<file path="config.mk">
export PLATFORM = sky130hd
export DESIGN_NAME = stable_priority_queue_tagged_top
export DESIGN_NICKNAME = d
export VERILOG_FILES = /design/src/hdl/spq_pkg.sv /design/src/hdl/stable_priority_queue_tagged_top.sv /design/src/hdl/spq_cell.sv
export SDC_FILE = /design/constraint.sdc
export NUM_CORES = 2
export LEC_CHECK = 0
export BUFFER_PORTS_ARGS = -buffer_cell sky130_fd_sc_hd__buf_2
export CORE_MARGIN = 4
export CORE_UTILIZATION = 36
export CTS_CLUSTER_DIAMETER = 40
export DETAILED_ROUTE_END_ITERATION = 10
export HOLD_SLACK_MARGIN = 0.05
export PLACE_DENSITY = 0.59
export SLEW_MARGIN = 10
export SYNTH_ARGS = -nofsm -noshare
export SYNTH_HDL_FRONTEND = slang
export SYNTH_SLANG_ARGS = --single-unit
</file>
<file path="constraint.sdc">
create_clock -name clk -period 15 [get_ports clk]
set_input_delay 0.75 -clock clk [delete_from_list [all_inputs] [get_ports clk]]
set_output_delay 0.75 -clock clk [all_outputs]
set_load 0.1 [all_outputs]
</file>
<file path="src/hdl/spq_pkg.sv">
`default_nettype none
package spq_pkg;

  localparam int DEPTH = 16;
  localparam int TAG_BITS = 16;
  localparam int PRIO_BITS = 8;
  localparam int CNT_BITS = $clog2(DEPTH + 1);

  typedef enum logic [2:0] {
    OP_INSERT  = 3'd0,
    OP_POP     = 3'd1,
    OP_UPGRADE = 3'd2,
    OP_CLEAR   = 3'd3,
    OP_PEEK    = 3'd4
  } opcode_t;

  typedef enum logic [2:0] {
    ST_OK       = 3'd0,
    ST_EMPTY    = 3'd1,
    ST_NOTFOUND = 3'd2,
    ST_GREATER  = 3'd3,
    ST_FULL     = 3'd4
  } status_t;

  typedef enum logic [2:0] {
    MODE_HOLD,
    MODE_INSERT,
    MODE_POP,
    MODE_MOVE,
    MODE_CLEAR
  } mode_t;

  // broadcast to every cell
  typedef struct packed {
    mode_t                 mode;
    logic [TAG_BITS-1:0]   tag;
    logic [PRIO_BITS-1:0]  prio;
  } ctl_t;

  // what a cell shows its neighbors
  typedef struct packed {
    logic                  valid;
    logic [TAG_BITS-1:0]   tag;
    logic [PRIO_BITS-1:0]  prio;
    logic                  le;
  } link_t;

  typedef struct packed {
    logic                  valid;
    logic [TAG_BITS-1:0]   tag;
    logic [PRIO_BITS-1:0]  prio;
  } slot_t;

endpackage
`default_nettype wire

</file>
<file path="src/hdl/stable_priority_queue_tagged_top.sv">
// channel  direction  handshake            payload
// in       input      in_valid / in_stall  in_opcode, in_tag, in_prio
// out      output     out_valid / out_stall out_status, out_popped_tag, out_head_tag,
//                                          out_head_prio, out_is_empty, out_occupancy
//
// one item per cycle while the output is not stalled: every operation is finished in the cell row in the cycle it
// is accepted, each cell picking its next entry from itself, its neighbors or the item
// the result sits in a one-deep output register; a new item is taken while that
// register is empty or being drained in the same cycle
// synchronous active-low reset empties the queue and the output register
`default_nettype none
module stable_priority_queue_tagged_top (
  input  logic                           clk,
  input  logic                           rst_n,
  input  logic                           in_valid,
  output logic                           in_stall,
  input  logic [2:0]                     in_opcode,
  input  logic [spq_pkg::TAG_BITS-1:0]   in_tag,
  input  logic [spq_pkg::PRIO_BITS-1:0]  in_prio,
  output logic                           out_valid,
  input  logic                           out_stall,
  output logic [2:0]                     out_status,
  output logic [spq_pkg::TAG_BITS-1:0]   out_popped_tag,
  output logic [spq_pkg::TAG_BITS-1:0]   out_head_tag,
  output logic [spq_pkg::PRIO_BITS-1:0]  out_head_prio,
  output logic                           out_is_empty,
  output logic [spq_pkg::CNT_BITS-1:0]   out_occupancy
);

  localparam int D = spq_pkg::DEPTH;

  spq_pkg::ctl_t                  ctl;
  spq_pkg::link_t                 links [D];
  spq_pkg::link_t                 edge_left;
  spq_pkg::link_t                 edge_right;
  logic [D:0]                     found;
  logic [spq_pkg::PRIO_BITS-1:0]  hit_prio [D];
  spq_pkg::slot_t                 slot_nxt [D];
  logic [spq_pkg::PRIO_BITS-1:0]  match_prio;
  logic                           accept;
  spq_pkg::mode_t                 mode;
  spq_pkg::status_t               status;
  logic [spq_pkg::TAG_BITS-1:0]   popped;

  logic [spq_pkg::CNT_BITS-1:0]   cnt_r, cnt_nxt;
  logic                           out_valid_r, out_valid_nxt;
  logic [2:0]                     status_r;
  logic [spq_pkg::TAG_BITS-1:0]   popped_r;
  logic [spq_pkg::TAG_BITS-1:0]   head_tag_r;
  logic [spq_pkg::PRIO_BITS-1:0]  head_prio_r;
  logic                           empty_r;

  assign in_stall = out_valid_r && out_stall;
  assign accept   = in_valid && !in_stall;

  // virtual neighbors past both ends of the row
  assign edge_left.valid  = 1'b1;
  assign edge_left.tag    = '0;
  assign edge_left.prio   = '0;
  assign edge_left.le     = 1'b1;
  assign edge_right.valid = 1'b0;
  assign edge_right.tag   = '0;
  assign edge_right.prio  = '0;
  assign edge_right.le    = 1'b0;

  assign found[0] = 1'b0;

  genvar gi;
  generate
    for (gi = 0; gi < D; gi++) begin : g_cell
      spq_cell u_cell (
        .clk      (clk),
        .rst_n    (rst_n),
        .ctl      (ctl),
        .left_in  ((gi == 0) ? edge_left : links[(gi == 0) ? 0 : gi - 1]),
        .right_in ((gi == D - 1) ? edge_right : links[(gi == D - 1) ? gi : gi + 1]),
        .found_in (found[gi]),
        .link_out (links[gi]),
        .found_out(found[gi+1]),
        .hit_prio (hit_prio[gi]),
        .slot_nxt (slot_nxt[gi])
      );
    end
  endgenerate

  always_comb begin
    match_prio = '0;
    for (int i = 0; i < D; i++) begin
      match_prio = match_prio | hit_prio[i];
    end
  end

  always_comb begin
    mode    = spq_pkg::MODE_HOLD;
    status  = spq_pkg::ST_OK;
    popped  = '0;
    cnt_nxt = cnt_r;
    case (spq_pkg::opcode_t'(in_opcode))
      spq_pkg::OP_INSERT: begin
        if (links[D-1].valid) begin
          status = spq_pkg::ST_FULL;
        end else begin
          mode    = spq_pkg::MODE_INSERT;
          cnt_nxt = cnt_r + 1'b1;
        end
      end
      spq_pkg::OP_POP: begin
        if (!links[0].valid) begin
          status = spq_pkg::ST_EMPTY;
        end else begin
          mode    = spq_pkg::MODE_POP;
          popped  = links[0].tag;
          cnt_nxt = cnt_r - 1'b1;
        end
      end
      spq_pkg::OP_UPGRADE: begin
        if (!links[0].valid) begin
          status = spq_pkg::ST_EMPTY;
        end else if (!found[D]) begin
          status = spq_pkg::ST_NOTFOUND;
        end else if (in_prio > match_prio) begin
          status = spq_pkg::ST_GREATER;
        end else begin
          mode = spq_pkg::MODE_MOVE;
        end
      end
      spq_pkg::OP_CLEAR: begin
        mode    = spq_pkg::MODE_CLEAR;
        cnt_nxt = '0;
      end
      default: begin
      end
    endcase
  end

  assign ctl.mode = accept ? mode : spq_pkg::MODE_HOLD;
  assign ctl.tag  = in_tag;
  assign ctl.prio = in_prio;

  always_comb begin
    out_valid_nxt = out_valid_r;
    if (accept) begin
      out_valid_nxt = 1'b1;
    end else if (!out_stall) begin
      out_valid_nxt = 1'b0;
    end
  end

  always_ff @(posedge clk) begin
    if (!rst_n) begin
      out_valid_r <= 1'b0;
      cnt_r       <= '0;
    end else begin
      out_valid_r <= out_valid_nxt;
      if (accept) begin
        cnt_r <= cnt_nxt;
      end
    end
  end

  always_ff @(posedge clk) begin
    if (accept) begin
      status_r    <= status;
      popped_r    <= popped;
      head_tag_r  <= slot_nxt[0].valid ? slot_nxt[0].tag : '0;
      head_prio_r <= slot_nxt[0].valid ? slot_nxt[0].prio : '0;
      empty_r     <= !slot_nxt[0].valid;
    end
  end

  assign out_valid      = out_valid_r;
  assign out_status     = status_r;
  assign out_popped_tag = popped_r;
  assign out_head_tag   = head_tag_r;
  assign out_head_prio  = head_prio_r;
  assign out_is_empty   = empty_r;
  assign out_occupancy  = cnt_r;

endmodule
`default_nettype wire

</file>
<file path="src/hdl/spq_cell.sv">
`default_nettype none
module spq_cell (
  input  logic                           clk,
  input  logic                           rst_n,
  input  spq_pkg::ctl_t                  ctl,
  input  spq_pkg::link_t                 left_in,
  input  spq_pkg::link_t                 right_in,
  input  logic                           found_in,
  output spq_pkg::link_t                 link_out,
  output logic                           found_out,
  output logic [spq_pkg::PRIO_BITS-1:0]  hit_prio,
  output spq_pkg::slot_t                 slot_nxt
);

  logic                           valid_r, valid_nxt;
  logic [spq_pkg::TAG_BITS-1:0]   tag_r, tag_nxt;
  logic [spq_pkg::PRIO_BITS-1:0]  prio_r, prio_nxt;
  logic                           hit;
  spq_pkg::link_t                 self_link;
  spq_pkg::link_t                 s_sel;
  spq_pkg::link_t                 l_sel;

  assign hit       = valid_r && (tag_r == ctl.tag);
  assign found_out = found_in | hit;
  assign hit_prio  = (hit && !found_in) ? prio_r : '0;

  assign self_link.valid = valid_r;
  assign self_link.tag   = tag_r;
  assign self_link.prio  = prio_r;
  assign self_link.le    = valid_r && (prio_r <= ctl.prio);
  assign link_out        = self_link;

  always_comb begin
    valid_nxt = valid_r;
    tag_nxt   = tag_r;
    prio_nxt  = prio_r;
    s_sel     = self_link;
    l_sel     = left_in;
    case (ctl.mode)
      spq_pkg::MODE_INSERT, spq_pkg::MODE_MOVE: begin
        if (ctl.mode == spq_pkg::MODE_INSERT) begin
          valid_nxt = valid_r | left_in.valid;
        end else begin
          // cells from the removed entry onward look one place to the right
          s_sel = found_out ? right_in : self_link;
          l_sel = found_in ? self_link : left_in;
        end
        if (s_sel.le) begin
          tag_nxt  = s_sel.tag;
          prio_nxt = s_sel.prio;
        end else if (l_sel.le) begin
          tag_nxt  = ctl.tag;
          prio_nxt = ctl.prio;
        end else begin
          tag_nxt  = l_sel.tag;
          prio_nxt = l_sel.prio;
        end
      end
      spq_pkg::MODE_POP: begin
        valid_nxt = right_in.valid;
        tag_nxt   = right_in.tag;
        prio_nxt  = right_in.prio;
      end
      spq_pkg::MODE_CLEAR: begin
        valid_nxt = 1'b0;
      end
      default: begin
      end
    endcase
  end

  assign slot_nxt.valid = valid_nxt;
  assign slot_nxt.tag   = tag_nxt;
  assign slot_nxt.prio  = prio_nxt;

  always_ff @(posedge clk) begin
    if (!rst_n) begin
      valid_r <= 1'b0;
    end else begin
      valid_r <= valid_nxt;
    end
  end

  always_ff @(posedge clk) begin
    tag_r  <= tag_nxt;
    prio_r <= prio_nxt;
  end

endmodule
`default_nettype wire
</file>
==> qor.csv <==
metric,value,unit
post-route-period-util,0.570,
r2r_slack,7.15,ns
vias_per_cell,6.57,
avgRoutedWirePerCell,26.5,um
grt_max_degree,78,
synth.avg_cell_area,9.04,um2
netlist_area,0.0348,mm2
place.gp.congestion,0.941,
routed_wirelength,135,mm
start_util,0.364,
ioPinCount,82,
synth-edff-count,404,
ys_types,94,
htreeDepth,3,
filler_cell_count,9374,
ys_seq_elements,450,
synthCells,3845,
antenna_found_initial,0,
pwr_density_cell,103,mW/mm2
skew,0.0288,ns
synthFlopType,edfxtp_1,
tns,0,ns
whs,0.340,ns
critical_path.endpoint_type,flop,
whs_endpoint,out_valid,
fmax,117,MHz
core,0.0954,mm2
crit_type,in -> reg,
instances_no_fill,5113,
finalWorstSetupSlack,6.45,ns
finalNetCount,3942,
ant_nets,0,
die_h,319,um
place_inst,4941,
dr.pass1.iters,6,
cts_resized,0,
tightestPinTransition,1.28,ns
path_clk_slew,0.05,ns
r2r_start,g_cell[1].u_cell.tag_r[7],
antenna_cells,0,
cts_made_buffers,93,
critPathRequiredTime,15.25,ns
ys_async_sr_fraction,0,
cp_max_fo,75,
placementRows,113,
drtIter0Drc,4842,
min_period,8.55,ns
critical_path_arrival,8.80,ns
setup.worst_path.start_class,primary input,
numPortBuffers,81,
rsz0062_at_grt,false,
grt_usage,0.253,
drc,0,
yosysSeqAreaShare,0.376,
reg2regPathDepth,20,
grt.met2_usage,0.373,
setup_viol,0,
die_width,319,um
clockBufferDepth,3,
grt_busiest_layer,met2,
cts_setup_buffers,0,
p_leak,13.7,nW
hold_viol,0,
clk_latency,0.65,ns
use_met1,0.364,
root_buffer,clkbuf_16,
maxSlewHeadroom,0.142,
min-delay-start,in_valid,
syn-num-nets,4016,
synth_warnings,0,
grt_overflow,0,
status,finished clean,
dpl_worst_slack,6.00,ns
max_cap_violations,0,
min_path_cells,2,
cts_tree,built,
die-area,0.102,mm2
irDropWorstVdd,0.0000754,V
hold_class,in -> reg,
syn2layout_area_growth,13.0,%
grt_pass1_vias,31400,
final_max_slew_viol_count,0,
r2r-end,g_cell[10].u_cell.prio_r[0],
grt_pass1_wl,204,mm
hpwl,92.0,mm
met3_usage,0.0428,
cts.sinks,450,
cts_hold_buf,0,
num_vias,33600,
drive_gt1_frac,0.131,
-- through the flow --
| stage | area, um2 | utilization | total power, mW |
|---|---|---|---|
| floorplan | 34800 | - | 1.75 |
| global placement | 36000 | 0.377 | 1.86 |
| detailed placement | 36000 | 0.377 | 1.87 |
| CTS | 39300 | 0.411 | 4.04 |
| global route | 39300 | 0.411 | 4.15 |
| finish | 39300 | 0.411 | 4.04 |
-- synthesized netlist by cell type (47+ instances only) --
master,count,area share
inv_1,60,0.0065
a31oi_1,53,0.0095
o21ai_0,209,0.030
xnor2_1,140,0.035
a22oi_1,75,0.016
o221ai_1,89,0.022
nand3_1,65,0.0094
buf_2,75,0.011
nor3_1,66,0.0095
o22ai_1,189,0.034
nand2b_1,68,0.012
a221o_1,82,0.024
o221a_2,80,0.026
xor2_1,119,0.030
nand4_1,53,0.0095
ha_1,139,0.050
edfxtp_1,404,0.35
nor4_1,60,0.011
clkbuf_1,232,0.025
nor2_1,341,0.037
a21oi_1,254,0.037
nand2_1,282,0.030
a32oi_1,47,0.012
-- worst max-delay path: stages --
cell	delay (ns)
buf_2	0.75
buf_4	0.45
xor2_1	0.24
nor4_1	0.09
nand4_1	0.13
o22ai_2	0.23
nor4_2	0.81
nand3_1	0.37
nor4_1	0.96
a221o_1	0.28
a211oi_1	0.06
ha_1	0.31
nor2b_1	0.13
o21a_1	0.16
o21a_1	0.17
o21ai_0	0.14
a21oi_1	0.09
o31ai_1	0.49
o211ai_2	0.18
buf_4	0.27
nand2_4	0.63
buf_4	0.89
-- how the worst max path moves through the flow --
stage                          start                     endpoint  slack (ns)  cells after the start
final                     in_tag[13]  g_cell[10].u_cell.prio_r[0]        6.45                     22
after global routing      in_tag[13]  g_cell[10].u_cell.prio_r[6]        5.91                     22
after CTS                 in_tag[13]   g_cell[13].u_cell.tag_r[8]        6.66                     22
after detailed placement  in_tag[13]    g_cell[8].u_cell.tag_r[0]        6.00                     22
after global placement    in_tag[13]  g_cell[14].u_cell.prio_r[7]        6.11                     22
after floorplan            in_tag[3]  g_cell[10].u_cell.prio_r[0]        2.02                     22
-- logic make-up after synthesis --
family          share of synthesized area
buf+inv                            0.0508
fa+ha+maj                          0.0506
mux                               0.00126
xor+xnor                           0.0653
flops                               0.376
simple gates                        0.176
compound gates                      0.281
-- layout make-up --
class                           count  area [um2]  area share
Timing Repair Buffer              172        1090      0.0277
Sequential cell                   450       13100       0.332
Tap cell                         1265        1580      0.0403
Inverter                           60         225     0.00574
Clock inverter                     66         871      0.0222
Multi-Input combinational cell   2994       20000       0.511
Clock buffer                      106        2400      0.0610
-- routing by layer --
metal  routed length (um)  vias up  part of all wire
met3                13800      378              0.10
met2                57300     2048              0.42
li1                     -    14900                 -
met5                    0        -                 0
met1                58100    16300              0.43
met4                 6070        0             0.045
-- registers in the layout, indices dropped and copies added, names as in the netlist --
register / flops
out_head_tag: 16
g_cell.u_cell.tag_r: 256
g_cell.u_cell.prio_r: 128
out_is_empty: 1
out_occupancy: 5
out_head_prio: 8
out_status: 3
g_cell.u_cell.valid_r: 16
out_popped_tag: 16
out_valid: 1
-- report_power, final --
part	leakage (nW)	internal (mW)	switching, mW
registers	4.09	1.41	0.0656
logic	8.03	0.129	0.257
clock network	1.60	1.42	0.760
total	13.7	2.96	1.08
-- cell usage in the layout (no fill, tap or decap), drive strengths merged, types with 54 or more instances in the layout --
cell type,netlist,final
a22oi,75,75
nor3,66,66
a21oi,256,256
edfxtp,404,404
nand2,283,283
xor2,119,119
o221a,88,88
nand3,65,65
o221ai,89,89
xnor2,140,140
a221o,82,82
nor4,65,65
o21ai,252,252
buf,109,172
clkbuf,232,106
nand2b,68,68
nor2,343,343
nand4,54,54
ha,139,139
inv,60,74
o22ai,192,192
(Power assumes the default switching activity.)
